**config.mk**
```make
export PLATFORM = sky130hd
export DESIGN_NAME = ear_dist_lane
export DESIGN_NICKNAME = d
export VERILOG_FILES = /design/src/rtl/core/eye_aspect_ratio_check_unit_defines.svh /design/src/rtl/core/ear_dist_lane.sv
export SDC_FILE = /design/constraint.sdc
export NUM_CORES = 2
export LEC_CHECK = 0
export ABC_AREA = 1
export BUFFER_PORTS_ARGS = -buffer_cell sky130_fd_sc_hd__buf_2
export CORE_MARGIN = 2
export CORE_UTILIZATION = 65
export DETAILED_ROUTE_END_ITERATION = 8
export PLACE_DENSITY = 0.82
export SYNTH_ARGS = -nofsm -noshare
export SYNTH_HDL_FRONTEND = slang
export SYNTH_SLANG_ARGS = --single-unit
```
**constraint.sdc**
```tcl
create_clock -name clk -period 5.69 [get_ports clk]
set_input_delay 0.2845 -clock clk [delete_from_list [all_inputs] [get_ports clk]]
set_output_delay 0.2845 -clock clk [all_outputs]
set_load 0.005 [all_outputs]
```
**src/rtl/core/eye_aspect_ratio_check_unit_defines.svh**
```systemverilog
// Assertion macros for the eye aspect ratio blocks; ear_merge uses them.
`ifndef EYE_ASPECT_RATIO_CHECK_UNIT_DEFINES_SVH
`define EYE_ASPECT_RATIO_CHECK_UNIT_DEFINES_SVH

// Implication checked on every clock edge outside reset.
`define EAR_ASSERT_IMPL(label, clk_s, rst_n_s, ante, cons, msg) \
	label: assert property (@(posedge clk_s) disable iff (!rst_n_s) (ante) |-> (cons)) \
		else $error(msg);

// Next-cycle implication checked outside reset.
`define EAR_ASSERT_NEXT(label, clk_s, rst_n_s, ante, cons, msg) \
	label: assert property (@(posedge clk_s) disable iff (!rst_n_s) (ante) |=> (cons)) \
		else $error(msg);

`endif

```
**src/rtl/core/ear_dist_lane.sv**
```systemverilog
// One distance lane: |a-b| per axis, squares, sum, then a pipelined
// restoring square root, one result bit per stage.
module ear_dist_lane #(
	parameter int unsigned CW = 16
) (
	input  logic            clk,
	input  logic            arst_n,
	input  logic            in_valid,
	input  logic [CW-1:0]   ax,
	input  logic [CW-1:0]   ay,
	input  logic [CW-1:0]   bx,
	input  logic [CW-1:0]   by,
	output logic            out_valid,
	output logic [CW:0]     span
);
	localparam int unsigned SW = 2*CW + 2;   // sum width, even
	localparam int unsigned NB = SW / 2;     // root bits

	logic [CW-1:0] dx_s1, dy_s1;
	logic          v_s1;
	logic [2*CW-1:0] sx_s2, sy_s2;
	logic          v_s2;
	logic          v_s3;

	// Entry 0 is the square sum register (third front stage).
	logic [SW-1:0] rad_q  [NB+1];
	logic [NB+1:0] rem_q  [NB+1];
	logic [NB-1:0] root_q [NB+1];
	logic [NB-1:0] vld_q;

	always_ff @(posedge clk or negedge arst_n) begin
		if (!arst_n) begin
			v_s1 <= 1'b0;
			v_s2 <= 1'b0;
			v_s3 <= 1'b0;
		end else begin
			v_s1 <= in_valid;
			v_s2 <= v_s1;
			v_s3 <= v_s2;
		end
	end

	always_ff @(posedge clk) begin
		dx_s1     <= (ax >= bx) ? ax - bx : bx - ax;
		dy_s1     <= (ay >= by) ? ay - by : by - ay;
		sx_s2     <= dx_s1 * dx_s1;
		sy_s2     <= dy_s1 * dy_s1;
		rad_q[0]  <= {2'b00, sx_s2} + {2'b00, sy_s2};
		rem_q[0]  <= '0;
		root_q[0] <= '0;
	end

	always_ff @(posedge clk or negedge arst_n) begin
		if (!arst_n) vld_q <= '0;
		else vld_q <= {vld_q[NB-2:0], v_s3};
	end

	// Drop into one stage per root bit.
	for (genvar i = 0; i < NB; i++) begin : g_sq
		logic [NB+1:0] rem_n, trial;
		always_comb begin
			rem_n = {rem_q[i][NB-1:0], rad_q[i][SW-1 -: 2]};
			trial = {root_q[i], 2'b01};
		end
		always_ff @(posedge clk) begin
			rad_q[i+1] <= rad_q[i] << 2;
			if (rem_n >= trial) begin
				rem_q[i+1]  <= rem_n - trial;
				root_q[i+1] <= {root_q[i][NB-2:0], 1'b1};
			end else begin
				rem_q[i+1]  <= rem_n;
				root_q[i+1] <= {root_q[i][NB-2:0], 1'b0};
			end
		end
	end

	assign out_valid = vld_q[NB-1];
	assign span      = root_q[NB][CW:0];
endmodule

```
==> summary.txt <==
Status
  • Run status: finished, final reports clean

Logic synthesis
  • Sequential-to-total area share from yosys stat: 0.310
  • Mapped cell area: 53500 µm²
  • Avg Cell Area, Syn: around 7.3 µm²
  • Post-synth EDFFs: 0
  • Synth Flop Type: dfxtp_1
  • Synth unique cells: 55
  • Asr flop ratio synth: 0.0243
  • Syn Nets: approximately 8200
  • Post-Synthesis Cells: ~7300
  • Post-synthesis register bit count: around 820
  • Synth warn: 0

Timing
  • Skew final: 0.0272 ns
  • Fmax achieved: 0.184 GHz
  • Sum of negative setup slack: 0 ns
  • Relative slew slack: 0.308
  • Min Tclk post-route: 5.44 ns
  • Slew Limit Fails: 0
  • Hold_ws: 0.0546 ns
  • Final setup vio count: 0
  • RSZ-0062 raised after global routing: false
  • Slew of the pin with the lowest slew margin: between 1 and 1.5 ns
  • Final Cycle Share: 0.955
  • Endpoints failing hold: 0

Floorplan
  • FP Rows: 105
  • DIE HEIGHT: 291 µm
  • Full die area: 84600 µm²
  • # IOs: between 80 and 90
  • Initial Util: 0.654
  • Chip Width: ~290 µm
  • Core Box Area: 81700 µm²

Layout
  • Non-Filler Instances: roughly 8500
  • Nets: 8262
  • Share of cells above drive strength 1: 0.0515
  • Area Overhead vs Synth: 7.95%
  • Ant diodes: 0
  • Final Util: 0.706

Placed design
  • Dpl cells: 8390
  • Buffers on Ports: 84
  • RePlAce Congestion: around 0.95
  • Final HPWL DP: around 94 mm

Setup path
  • Worst Path Max Fanout: 9
  • Worst Setup Path Type: flip-flop to flip-flop
  • Crit path required time: 6.21 ns
  • Reg2Reg Depth: 19
  • CP endpoint kind: flip-flop
  • CP startpoint kind: flip-flop
  • Arrival time at the worst endpoint: about 6.0 ns

Route
  • Drt first pass iters: 6
  • Post-Route WL: around 120 mm
  • Routed len/inst: 13.7 µm
  • Total number of vias: roughly 43000
  • DRT iter0 DRCs: about 2600
  • Vias per cell: 5.08
  • Remaining routing DRC violations: 0
  • Antenna viol nets, final: 0

Clock tree
  • Clock H-tree levels: 3
  • Clk sinks: 822
  • Root Buffer: clkbuf_16
  • Post-CTS Setup Repair Bufs: 0
  • Worst-Skew Late Latency: between 0.6 and 0.7 ns
  • TritonCTS clock tree: built
  • CTS Buffer Depth: 3
  • Clock slew at reported path FFs: 0.07 ns
  • TritonCTS Buffers: 82

Global route
  • Total global routing overflow: 0
  • Initial antenna violation count: 1
  • M3 GR Usage: 0.0323
  • Most Used Layer, Global Route: met2
  • Grt met1 use: 0.325
  • All-Layer GR Usage: 0.282
  • Largest net degree at the start of global routing: 24
  • Global-route wire length before repair: 199 mm
  • M2 GR Usage: 0.525
  • Number of global-route vias before repair: 43500

Hold path
  • Hold Path Stages: 3
  • Min-Delay Path Class: input pin to flip-flop

Run
  • Max cap viols: 0
==> cell usage after synthesis (3+ instances only) <==
cell type / number / area [µm²]
a21o_1: 4 / 30.0
a21oi_1: 226 / 1130
a31oi_1: 5 / 31.3
and2_1: 12 / 75.1
and3_1: 4 / 25.0
buf_2: 23 / 115
buf_4: 13 / 97.6
buf_6: 9 / 101
clkbuf_1: 61 / 229
clkbuf_2: 8 / 40.0
clkinv_1: 3 / 11.3
dfrtp_1: 20 / 500
dfxtp_1: 802 / 16100
fa_1: 331 / 6630
ha_1: 456 / 5710
inv_1: 1649 / 6190
inv_2: 14 / 52.6
nand2_1: 2420 / 9080
nand2_2: 31 / 194
nand2_4: 4 / 45.0
nand3_1: 304 / 1520
nand3_2: 9 / 90.1
nand3_4: 6 / 105
nand3b_1: 33 / 248
nand4_1: 119 / 744
nor2_1: 350 / 1310
nor2_2: 26 / 163
nor2_4: 10 / 113
nor3_1: 43 / 215
nor3_2: 6 / 60.1
o21ai_0: 65 / 325
o21ai_1: 15 / 75.1
o21ai_2: 3 / 26.3
o21bai_1: 27 / 203
or2_2: 6 / 37.5
xnor2_1: 42 / 368
xor2_1: 141 / 1230
==> final timing paths <==
check	slack (ns)	from	to
worst max register to register	0.25	dx_s1[8]	sx_s2[30]
min in group asynchronous	0.12	arst_n	vld_q[8]
worst min-delay path	0.05	ax[1]	dx_s1[1]
worst min register to register	0.31	rad_q[6][24]	rad_q[7][26]
worst max-delay path	0.25	dx_s1[8]	sx_s2[30]
max in group asynchronous	5.24	arst_n	vld_q[4]
==> cell families (layout without fill, tap and decap cells) <==
kind of cell,after synthesis,in the layout,share of synthesized area
xor+xnor,183,183,0.0300
buf+inv,1784,1934,0.129
compound gates,356,356,0.0361
flops,822,822,0.310
other cells,1,1,0.0000701
fa+ha+maj,787,787,0.231
simple gates,3393,3393,0.265
==> sequential cells by signal, indices dropped and copies added, names as in the netlist <==
signal / count
dy_s1: 16
sx_s2: 31
v_s3: 1
v_s1: 1
rad_q: 305
root_q: 153
v_s2: 1
vld_q: 17
dx_s1: 16
rem_q: 250
sy_s2: 31
==> cell usage in the layout, fill, tap and decap left out, drive strengths merged, types with 20 or more instances in the layout <==
master and n:
nor3 50, buf 112, nand4 122, clkbuf 118, inv 1671, clkinv 21
o21bai 27, xor2 141, dfrtp 20, nand3b 33, nand2 2456, xnor2 42
dfxtp 802, nand3 319, nor2 386, ha 456, o21ai 83, fa 331
a21oi 230
==> worst max-delay path, stage by stage, from the launching register on <==
cell and delay (ns):
dfxtp_1 0.64, buf_4 0.28, nand2_1 0.09, fa_1 0.60, fa_1 0.47, fa_1 0.55, inv_1 0.05, fa_1 0.48
inv_1 0.05, fa_1 0.47, inv_1 0.04, ha_1 0.28, ha_1 0.39, nand2_1 0.13, nor2_1 0.24, and2_1 0.20
and3_1 0.15, nand2_1 0.07, nand3_1 0.09, nand2_1 0.05
==> layout make-up <==
type | count | area [µm²]
multi-input cells | 4720 | 30100
well taps | 1070 | 1340
clock buffers | 118 | 2380
clock inverters | 34 | 459
flip-flops and latches | 822 | 16600
fillers | 6633 | 24000
inverters | 1666 | 6250
repair buffers | 116 | 671
==> per-stage QoR <==
step / instance area (µm²) / setup WS, ns
after floorplan: 53500 / 0.474
after global placement: 54800 / 0.314
final: 57700 / 0.255
after global routing: 57700 / 0.00409
after detailed placement: 54800 / 0.151
after CTS: 57700 / 0.122
==> timing repair <==
| item | in CTS | in global routing |
|---|---|---|
| hold endpoints to repair | 23 | 0 |
| endpoints found under the setup margin | 0 | 39 |
| hold buffers | 4 | 0 |
| gates resized for setup | 0 | 12 |
==> metal layers <==
metal / wire, µm / vias up / part of all wire
met1: 47600 / 19900 / 0.41
met4: 4850 / 2 / 0.041
li1: - / 22100 / -
met5: 13 / - / 0.00011
met2: 59600 / 1118 / 0.51
met3: 5200 / 326 / 0.044
Power is not shown: default switching activity piles up to over one toggle a cycle in this logic, so the estimate is an artifact.
