File: src/rtl/core/eye_aspect_ratio_check_unit_defines.svh
// Assertion macros for the eye aspect ratio blocks; ear_merge uses them.
`ifndef EYE_ASPECT_RATIO_CHECK_UNIT_DEFINES_SVH
`define EYE_ASPECT_RATIO_CHECK_UNIT_DEFINES_SVH

// Implication checked on every clock edge outside reset.
`define EAR_ASSERT_IMPL(label, clk_s, rst_n_s, ante, cons, msg) \
	label: assert property (@(posedge clk_s) disable iff (!rst_n_s) (ante) |-> (cons)) \
		else $error(msg);

// Next-cycle implication checked outside reset.
`define EAR_ASSERT_NEXT(label, clk_s, rst_n_s, ante, cons, msg) \
	label: assert property (@(posedge clk_s) disable iff (!rst_n_s) (ante) |=> (cons)) \
		else $error(msg);

`endif

File: src/rtl/core/ear_pkg.sv
package ear_pkg;

	localparam int unsigned EarFracBits = 12;
	localparam int unsigned EarWidth    = 16;
	localparam logic [15:0] EarMax      = 16'hFFFF;
	localparam logic [15:0] ThreshReset = 16'd819;

	// Lane identifiers for the three distances.
	typedef enum logic [1:0] {
		LANE_D26 = 2'd0,
		LANE_D35 = 2'd1,
		LANE_D14 = 2'd2
	} lane_id_t;

endpackage

File: src/rtl/core/ear_merge.sv
`include "eye_aspect_ratio_check_unit_defines.svh"
// Merge: sum of lid distances over twice the corner distance, by a
// pipelined restoring divider (one quotient bit per stage), then saturate
// and compare with the threshold. The operands are registered first.
module ear_merge #(
	parameter int unsigned CW = 16
) (
	input  logic          clk,
	input  logic          arst_n,
	input  logic          in_valid,
	input  logic [CW:0]   d26,
	input  logic [CW:0]   d35,
	input  logic [CW:0]   d14,
	input  logic [15:0]   threshold,
	output logic          out_valid,
	output logic [15:0]   ratio,
	output logic          closed,
	output logic          degen
);
	localparam int unsigned QW = 17;               // enough to see saturation
	localparam int unsigned NW = CW + 2 + ear_pkg::EarFracBits; // numerator
	localparam int unsigned DW = CW + 2;           // divisor 2*d14

	logic [NW-1:0] num_0;
	logic [DW-1:0] den_0;
	logic [NW-1:0] num_q [QW+1];
	logic [DW-1:0] den_q [QW+1];
	logic [QW-1:0] quo_q [QW+1];
	logic          dg_q  [QW+1];
	logic          ov_q  [QW+1];
	logic          ovf_big_q [QW+1];
	logic [QW:0]   vld_q;

	always_comb begin
		num_0 = {({1'b0, d26} + {1'b0, d35}), {ear_pkg::EarFracBits{1'b0}}};
		den_0 = {d14, 1'b0};
	end

	// Quotient may exceed QW bits only if num >= den<<QW; flag it up front.
	always_ff @(posedge clk) begin
		num_q[0]     <= num_0;
		den_q[0]     <= den_0;
		quo_q[0]     <= '0;
		dg_q[0]      <= (d14 == '0);
		ov_q[0]      <= 1'b0;
		ovf_big_q[0] <= ({{(QW+1){1'b0}}, num_0} >= ({{NW{1'b0}}, den_0} << QW));
	end

	always_ff @(posedge clk or negedge arst_n) begin
		if (!arst_n) vld_q <= '0;
		else vld_q <= {vld_q[QW-1:0], in_valid};
	end

	// Bits above quotient position QW-1 only set an overflow flag.
	for (genvar i = 0; i < QW; i++) begin : g_div
		localparam int unsigned SH = QW - 1 - i;
		logic [NW+QW:0] part;
		logic [NW+QW:0] dsh;
		logic           ge;
		always_comb begin
			part = {{(QW+1){1'b0}}, num_q[i]};
			dsh  = {{(NW+QW+1-DW){1'b0}}, den_q[i]} << SH;
			ge   = (i == 0) ? (part >= dsh) : 1'b0;
		end
		always_ff @(posedge clk) begin
			den_q[i+1] <= den_q[i];
			dg_q[i+1]  <= dg_q[i];
			// Restoring step on the running remainder held in num.
			if (part >= dsh && den_q[i] != '0) begin
				num_q[i+1]  <= num_q[i] - dsh[NW-1:0];
				quo_q[i+1]  <= quo_q[i] | (QW'(1) << SH);
				ov_q[i+1]   <= ov_q[i] | (ge & ~dsh[NW+QW]);
			end else begin
				num_q[i+1]  <= num_q[i];
				quo_q[i+1]  <= quo_q[i];
				ov_q[i+1]   <= ov_q[i];
			end
		end
	end

	for (genvar j = 0; j < QW; j++) begin : g_ov
		always_ff @(posedge clk) ovf_big_q[j+1] <= ovf_big_q[j];
	end

	logic [QW-1:0] qf;
	logic          sat;
	always_comb begin
		qf  = quo_q[QW];
		sat = dg_q[QW] || ovf_big_q[QW] || ov_q[QW] || (qf[QW-1:16] != '0);
		ratio  = sat ? ear_pkg::EarMax : qf[15:0];
		closed = !dg_q[QW] && (ratio < threshold);
		degen  = dg_q[QW];
	end
	assign out_valid = vld_q[QW];

	`EAR_ASSERT_IMPL(a_degen_open, clk, arst_n, out_valid && degen, !closed, "degenerate closed")
	`EAR_ASSERT_IMPL(a_degen_max, clk, arst_n, out_valid && degen, ratio == ear_pkg::EarMax, "degenerate ratio")
	`EAR_ASSERT_NEXT(a_flow, clk, arst_n, vld_q[QW-1], out_valid, "valid lost in divider")
endmodule

File: config.mk
export PLATFORM = sky130hd
export DESIGN_NAME = ear_merge
export DESIGN_NICKNAME = d
export VERILOG_FILES = /design/src/rtl/core/ear_pkg.sv /design/src/rtl/core/ear_merge.sv
export VERILOG_INCLUDE_DIRS = /design/src /design/src/rtl/core
export SDC_FILE = /design/constraint.sdc
export NUM_CORES = 1
export LEC_CHECK = 0
export ABC_AREA = 1
export BUFFER_PORTS_ARGS = -buffer_cell sky130_fd_sc_hd__buf_2
export CORE_UTILIZATION = 64
export CTS_CLUSTER_DIAMETER = 30
export CTS_CLUSTER_SIZE = 10
export DETAILED_ROUTE_END_ITERATION = 7
export PLACE_DENSITY = 0.81
export SYNTH_ARGS = -nofsm -noshare
export SYNTH_HDL_FRONTEND = slang
export SYNTH_SLANG_ARGS = --single-unit
File: constraint.sdc
create_clock -name clk -period 3.6 [get_ports clk]
set_clock_uncertainty 0.15 [all_clocks]
set_input_delay 0.72 -clock clk [delete_from_list [all_inputs] [get_ports clk]]
set_output_delay 0.72 -clock clk [all_outputs]
set_load 0.05 [all_outputs]
==> results of run 1 <==
metal layers:
| layer | track usage (%) | vias up | share of wire, % |
|---|---|---|---|
| met5 | 0 | - | 0.022 |
| met4 | 19.4 | 4 | 4.9 |
| met3 | 6.07 | 396 | 7.1 |
| met2 | 59.0 | 1672 | 46 |
| met1 | 44.1 | 19100 | 42 |
| li1 | - | 21300 | - |
worst paths after layout:
path | start | endpoint | cells after the start
max | dg_q[17] | closed | 13
min | d14[16] | den_q[0][17] | 1
max reg2reg | num_q[7][33] | num_q[8][25] | 13
min reg2reg | quo_q[3][11] | quo_q[3][28] | 0
max in group asynchronous | arst_n | vld_q[4] | 2
min in group asynchronous | arst_n | vld_q[8] | 2
cells by family after synthesis:
logic type                 after synthesis
and+or+nand+nor                       3735
buffers and inverters                 1241
DFF                                    857
AOI/OAI and AO/OA                      394
adders and majority gates              339
xor gates and xnor gates               160
report_power, final:
group          internal (mW)  leakage (nW)  total [mW]  switching, mW
sequential              12.1          7.24        14.3           2.12
clock                   8.94          2.41        13.8           4.84
combinational           7.27          18.6        21.0           13.7
total                   28.4          28.2        49.0           20.7
through the flow:
stage / cell area, um2 / instances
floorplan: 45500 / 6726
global placement: 46800 / 7713
detailed placement: 46800 / 7713
CTS: 52200 / 7994
global route: 52300 / 7995
finish: 52300 / 7996
repair_timing:
item                       4_1_cts  5_1_grt
buffers inserted                 6        2
gates resized for setup         47       17
setup endpoints to repair        1        1
pin swaps                       14       12
gates cloned                     1        0
hold buffers                    16        0
hold endpoints to repair        33        0
final cells by class:
class,instances,area [um2]
multi-input cells,4628,23600
diodes,1,2.50
clock buffers,172,3960
flip-flops and latches,857,17300
fillers,5661,17800
inverters,1181,4440
repair buffers,131,841
clock inverters,86,1020
well taps,940,1180
placed cells by master, fill, tap and decap left out, drive strengths merged, types with 3 or more instances in the layout:
cell	instances
nor4	34
buf	115
o21bai	19
or2	7
dfrtp	18
nand3b	45
a21o	5
a21oi	186
nand3	395
dlygate4sd3	16
clkinv	32
a21boi	3
nand4	144
o21ai	171
xnor2	91
nor3	70
and3	3
inv	1206
xor2	69
and2	6
clkinvlp	15
bufinv	14
fa	17
nand2	2539
nor2	491
clkbuf	172
dfxtp	839
ha	322
state kept, by name (all words and copies together), names as in the netlist:
| name | cells |
|---|---|
| den_q | 289 |
| dg_q | 18 |
| num_q | 361 |
| ov_q | 4 |
| ovf_big_q | 18 |
| quo_q | 149 |
| vld_q | 18 |
==> impl_metrics.yaml, run 1 <==
pwr:
  ir_drop_v: 0.000683
  p_total_mw: 49.0
  power_leakage_nw: 28.2
  p_per_area_nw_per_um2: 937
yosys:
  synth_cell_types: 49
  yosys.area_share.simple_pct: 33.9
  synth-edff-count: 0
  synth_compound_area_share_pct: 4.75
  synthTopCellsByArea: "dfxtp_1 (37%), nand2_1 (21%), inv_1 (9.7%)"
  synth_area_leader_cell: "dfxtp_1"
  async_reset_ff_share_pct: 2.10
  synth_top_area_share_pct: 36.9
  synth-xor-area-share_pct: 3.08
  syn-num-nets: 7135
  netlist_area_um2: 45500
  synth_fa_ha_area_share_pct: 9.60
  synthMuxAreaShare_pct: 0
  synth_top_family_by_area: "simple AND/OR/NAND/NOR gates"
  synth_seq_area_share_pct: 37.9
  synth_commonest_cells: "nand2_1 (2516), inv_1 (1173), dfxtp_1 (839)"
  synth_most_common_cell: "nand2_1"
  syn-instance-count: 6726
  synth-seq-cells: 857
  avgSynthCellArea_um2: 6.77
  synth_flop_cell: "dfxtp_1"
  ys.warnings.count: 0
cts:
  clockBufferDepth: 3
  cts_tree: "yes"
  cts.htree.levels: 4
  cts.sinks: 857
  clock_latency_ns: 0.72
  cts_buffers: 149
  cts.root.buffer_cell: "clkbuf_16"
  clkSlewWorstSetupHoldPaths_ns: 0.05
sta:
  clock.fmax_mhz: 271
  setup_viol: 1
  period_share_pct: 103
  hold_ws_ns: 0.0468
  worstMarginPinSlew_ns: 0.917
  fin_crit_ns: 3.70
  slew_viol_final: 0
  hold_viol_final: 0
  rsz0062_at_grt: "yes"
  fin_tns_setup_ns: -0.0968
  postLayoutSetupSlackWorst_ns: -0.0968
  slew_headroom_pct: 38.3
layout:
  final_util_pct: 74.6
  num-nets-final: 7357
  drive_gt1_share_pct: 6.92
  areaGrowthSynthToFinish_pct: 15.0
worst_setup_path:
  critPathBufInv: 3
  cp.arrival_ns: 2.83
  critPathKind: "reg2out"
  path_delay_family: "simple AND/OR/NAND/NOR gates"
  rrSetupSlack_ns: 0.74
  path_cells: "nor3_4 > buf_6 > buf_6 > nand2_2 > ha_4 > nand2_1 > nor2_1 > a211oi_2 > nand2_2 > nand2_2 > nand2_4 > nor2_4 > buf_8"
  end_kind: "output pin"
  crit_top_cell: "nand2_2"
  max_stage_delay_ns: 0.36
  critPathSlowestCell: "dfxtp_4"
  cp_data_required_time_ns: 2.73
  start_kind: "flop"
  crit_fanout: 5
die:
  fp.dieH_um: 269
  io_pins: 89
  core_um2: 70100
  start_util_pct: 64.9
  die_w_um: 269
  rows: 97
  dieArea_um2: 72200
detailed_routing:
  vias: 42500
  drc: 0
  ant_nets: 0
  routedWlPerCell_um: 16.1
  avgViaCountPerCell: 5.31
  routed_wl_mm: 129
  drtIter0Drc: 3432
  dr.pass1.iters: 8
grt:
  antenna_found_initial: 6
  grt_usage_pct: 35.6
  grt_pass1_vias: 40700
  grt_max_degree: 43
  grt_pass1_wl_mm: 204
  grt_overflow: 0
run_status:
  violations: "setup timing"
  status: "finished, violations left"
placement:
  place.port_buffers: 88
  place_congestion: 0.984
  dp_hpwl_mm: 97.5
  dpl_worst_slack_ns: -0.0161
run:
  drv_cap: 0
min_path:
  min_path_type: "in2reg"
Power figures use the tool's default switching activity.
==> inputs of run 2 (changes only) <==
--- a/config.mk
+++ b/config.mk
@@ -6,13 +6,12 @@
 export SDC_FILE = /design/constraint.sdc
 export NUM_CORES = 1
 export LEC_CHECK = 0
-export ABC_AREA = 1
 export BUFFER_PORTS_ARGS = -buffer_cell sky130_fd_sc_hd__buf_2
-export CORE_UTILIZATION = 64
+export CORE_UTILIZATION = 63
 export CTS_CLUSTER_DIAMETER = 30
 export CTS_CLUSTER_SIZE = 10
 export DETAILED_ROUTE_END_ITERATION = 7
-export PLACE_DENSITY = 0.81
+export PLACE_DENSITY = 0.8
 export SYNTH_ARGS = -nofsm -noshare
 export SYNTH_HDL_FRONTEND = slang
 export SYNTH_SLANG_ARGS = --single-unit
==> impl_metrics.yaml, run 2 <==
grt:
  grt_util_met1_pct: 37.2
  grt_use_met3_pct: 6.00
  grt_max_degree: 32
  grt_pass1_wl_mm: 144
  busiest_layer: "met2"
  grt_pass1_vias: 28600
  antenna_found_initial: 3
  grt_usage_pct: 29.9
  grt_overflow: 0
  met2_usage_pct: 50.2
yosys:
  syn-instance-count: 3842
  avgSynthCellArea_um2: 9.70
  synth_cell_types: 84
  async_reset_ff_share_pct: 2.10
  synth_most_common_cell: "dfxtp_1"
  synth-seq-cells: 857
  synth_top_area_share_pct: 45.1
  synth-edff-count: 0
  synthTopCellsByArea: "dfxtp_1 (45%), ha_1 (11%), inv_1 (3.9%)"
  synth_seq_area_share_pct: 46.3
  synth_area_leader_cell: "dfxtp_1"
  syn-num-nets: 4251
  netlist_area_um2: 37300
  synth_flop_cell: "dfxtp_1"
  synth_commonest_cells: "dfxtp_1 (839), inv_1 (389), ha_1 (322)"
  ys.warnings.count: 0
die:
  dieArea_um2: 60200
  fp.dieH_um: 245
  start_util_pct: 64.1
  io_pins: 89
  rows: 88
  die_w_um: 245
  core_um2: 58100
worst_setup_path:
  critPathSlowestCell: "o41ai_4"
  r2r_end: "num_q[3][14]"
  critPathLaunch: "ov_q[17]"
  max_stage_delay_ns: 0.39
  critPathKind: "reg2out"
  end_kind: "output pin"
  cp.arrival_ns: 3.20
  r2r-start: "den_q[5][3]"
  rrSetupSlack_ns: 0.19
  start_kind: "flop"
  cp_data_required_time_ns: 2.73
  reg2reg_depth: 11
  path_cells: "nor3_4 > buf_6 > nand2b_4 > ha_4 > nor4bb_4 > o21bai_4 > a21oi_4 > o21ai_1 > nand3_2 > a21oi_4 > o41ai_4 > buf_6"
  worstSetupEndpoint: "closed"
  crit_fanout: 5
sta:
  postLayoutSetupSlackWorst_ns: -0.473
  clock.fmax_mhz: 246
  hold_viol_final: 0
  setup_viol: 1
  slew_viol_final: 0
  fin_crit_ns: 4.07
  worstMarginPinSlew_ns: 0.851
  rsz0062_at_grt: "yes"
  period_share_pct: 113
  slew_headroom_pct: 42.7
detailed_routing:
  routedWlPerCell_um: 18.1
  ant_nets: 0
  drtIter0Drc: 2030
  dr.pass1.iters: 5
  routed_wl_mm: 90.2
  vias: 28800
  avgViaCountPerCell: 5.78
  drc: 0
run:
  drv_cap: 0
cts:
  clkSlewWorstSetupHoldPaths_ns: 0.05
  cts.root.buffer_cell: "clkbuf_16"
  clock_latency_ns: 0.73
  cts_buffers: 142
  cts.htree.levels: 4
  cts_tree: "yes"
  clockBufferDepth: 3
  cts.sinks: 857
placement:
  place.port_buffers: 88
  place_inst: 4698
  place_congestion: 0.951
  dp_hpwl_mm: 64.3
layout:
  num-nets-final: 4508
  drive_gt1_share_pct: 14.0
  final_util_pct: 76.2
  instances_no_fill: 4981
  seq_area_um2: 17200
  regMostFlops: "num_q"
  layout_commonest_cell: "dfxtp_1"
  layout_common_cells: "dfxtp_1 (837), inv_1 (388), ha_1 (317)"
  largest_reg_flops: 361
  areaGrowthSynthToFinish_pct: 18.9
  fill_cells: 3869
  multi_input_area_um2: 18600
  largest_registers: "num_q (361), den_q (289), quo_q (149)"
pwr:
  ir_drop_v: 0.000715
  power_leakage_nw: 20.1
  p_per_area_nw_per_um2: 964
run_status:
  status: "finished, violations left"
  violations: "setup timing"
min_path:
  min_path_type: "in2reg"
  hold_start: "d35[0]"
[run 2: cell count changes in the layout (fill, tap and decap cells not counted), moves of 55 or more]
cell,before,now
nand2_1,2497,238
inv_1,1171,388
nand3_1,392,48
nor2_1,472,191
o21ai_0,116,237
mux2_2,0,107
nand4_1,143,48
a21o_1,5,91
nand2b_1,0,62
xnor2_1,91,146
[run 2: per-layer routing]
layer	part of all wire, %	vias to the layer above
met4	3.3	0
met1	43	13500
met5	0	-
met2	47	1076
met3	6.4	247
li1	-	14000
[run 2: critical path, delay by kind of cell (launching register included)]
| family | cells | cell delay, ns |
|---|---|---|
| adders and majority gates | 1 | 0.17 |
| DFF | 1 | 0.32 |
| AOI/OAI and AO/OA | 5 | 0.96 |
| and+or+nand+nor | 4 | 0.68 |
| buffers and inverters | 2 | 0.36 |
[run 2: power breakdown]
part	leakage [nW]	switching (mW)	internal [mW]	total, mW
Combinational	10.5	8.28	7.06	15.3
Sequential	7.24	1.81	12.1	13.9
Clock	2.41	4.70	8.77	13.5
[run 2: how the worst min path moves through the flow]
stage                    to  slack [ns]  depth (start not counted)
3_3_place_gp        dg_q[2]        0.16                          0
2_1_floorplan      dg_q[10]        0.16                          0
5_1_grt        num_q[0][12]        0.11                          2
6_report       num_q[0][12]        0.12                          2
3_5_place_dp        dg_q[2]        0.16                          0
4_1_cts        num_q[0][12]        0.09                          2
[run 2: per-stage QoR]
stage	hold slack [ns]	total power, mW	setup WS [ns]	instance area [um2]	setup TNS (ns)
after CTS	0.0901	42.6	-0.399	44200	-0.399
after floorplan	0.160	25.1	-0.416	37300	-0.803
after detailed placement	0.162	28.7	-0.666	39100	-0.817
after global routing	0.107	45.2	-0.579	44300	-0.649
final	0.120	42.7	-0.473	44300	-0.473
after global placement	0.160	28.5	-0.629	39100	-0.679
[run 2: cells by family (layout without fill, tap and decap cells)]
family | Yosys count | after routing | share of synthesized area [%]
multiplexers | 122 | 122 | 3.64
AO/OA/AOI/OAI | 850 | 850 | 14.5
buffers and inverters | 450 | 823 | 4.61
adder cells (fa/ha/maj) | 339 | 339 | 11.7
AND/OR/NAND/NOR | 960 | 960 | 13.1
XOR/XNOR | 264 | 264 | 6.20
flip-flops | 857 | 857 | 46.3
other | 0 | 1 | 0
[run 2: layout make-up]
| type | count | area share [%] |
|---|---|---|
| flip-flops and latches | 857 | 38.9 |
| repair buffers | 174 | 2.73 |
| diodes | 1 | 0.00565 |
| clock inverters | 78 | 1.98 |
| multi-input cells | 2535 | 41.9 |
| well taps | 765 | 2.16 |
| inverters | 389 | 3.29 |
| clock buffers | 182 | 9.02 |
[run 2: what timing repair did]
action | 4_1_cts | 5_1_grt
setup endpoints to repair | 1 | 23
pin swaps | 6 | 10
buffers inserted | 5 | 0
hold endpoints to repair | 36 | 0
hold buffers | 19 | 0
resized for setup | 21 | 19
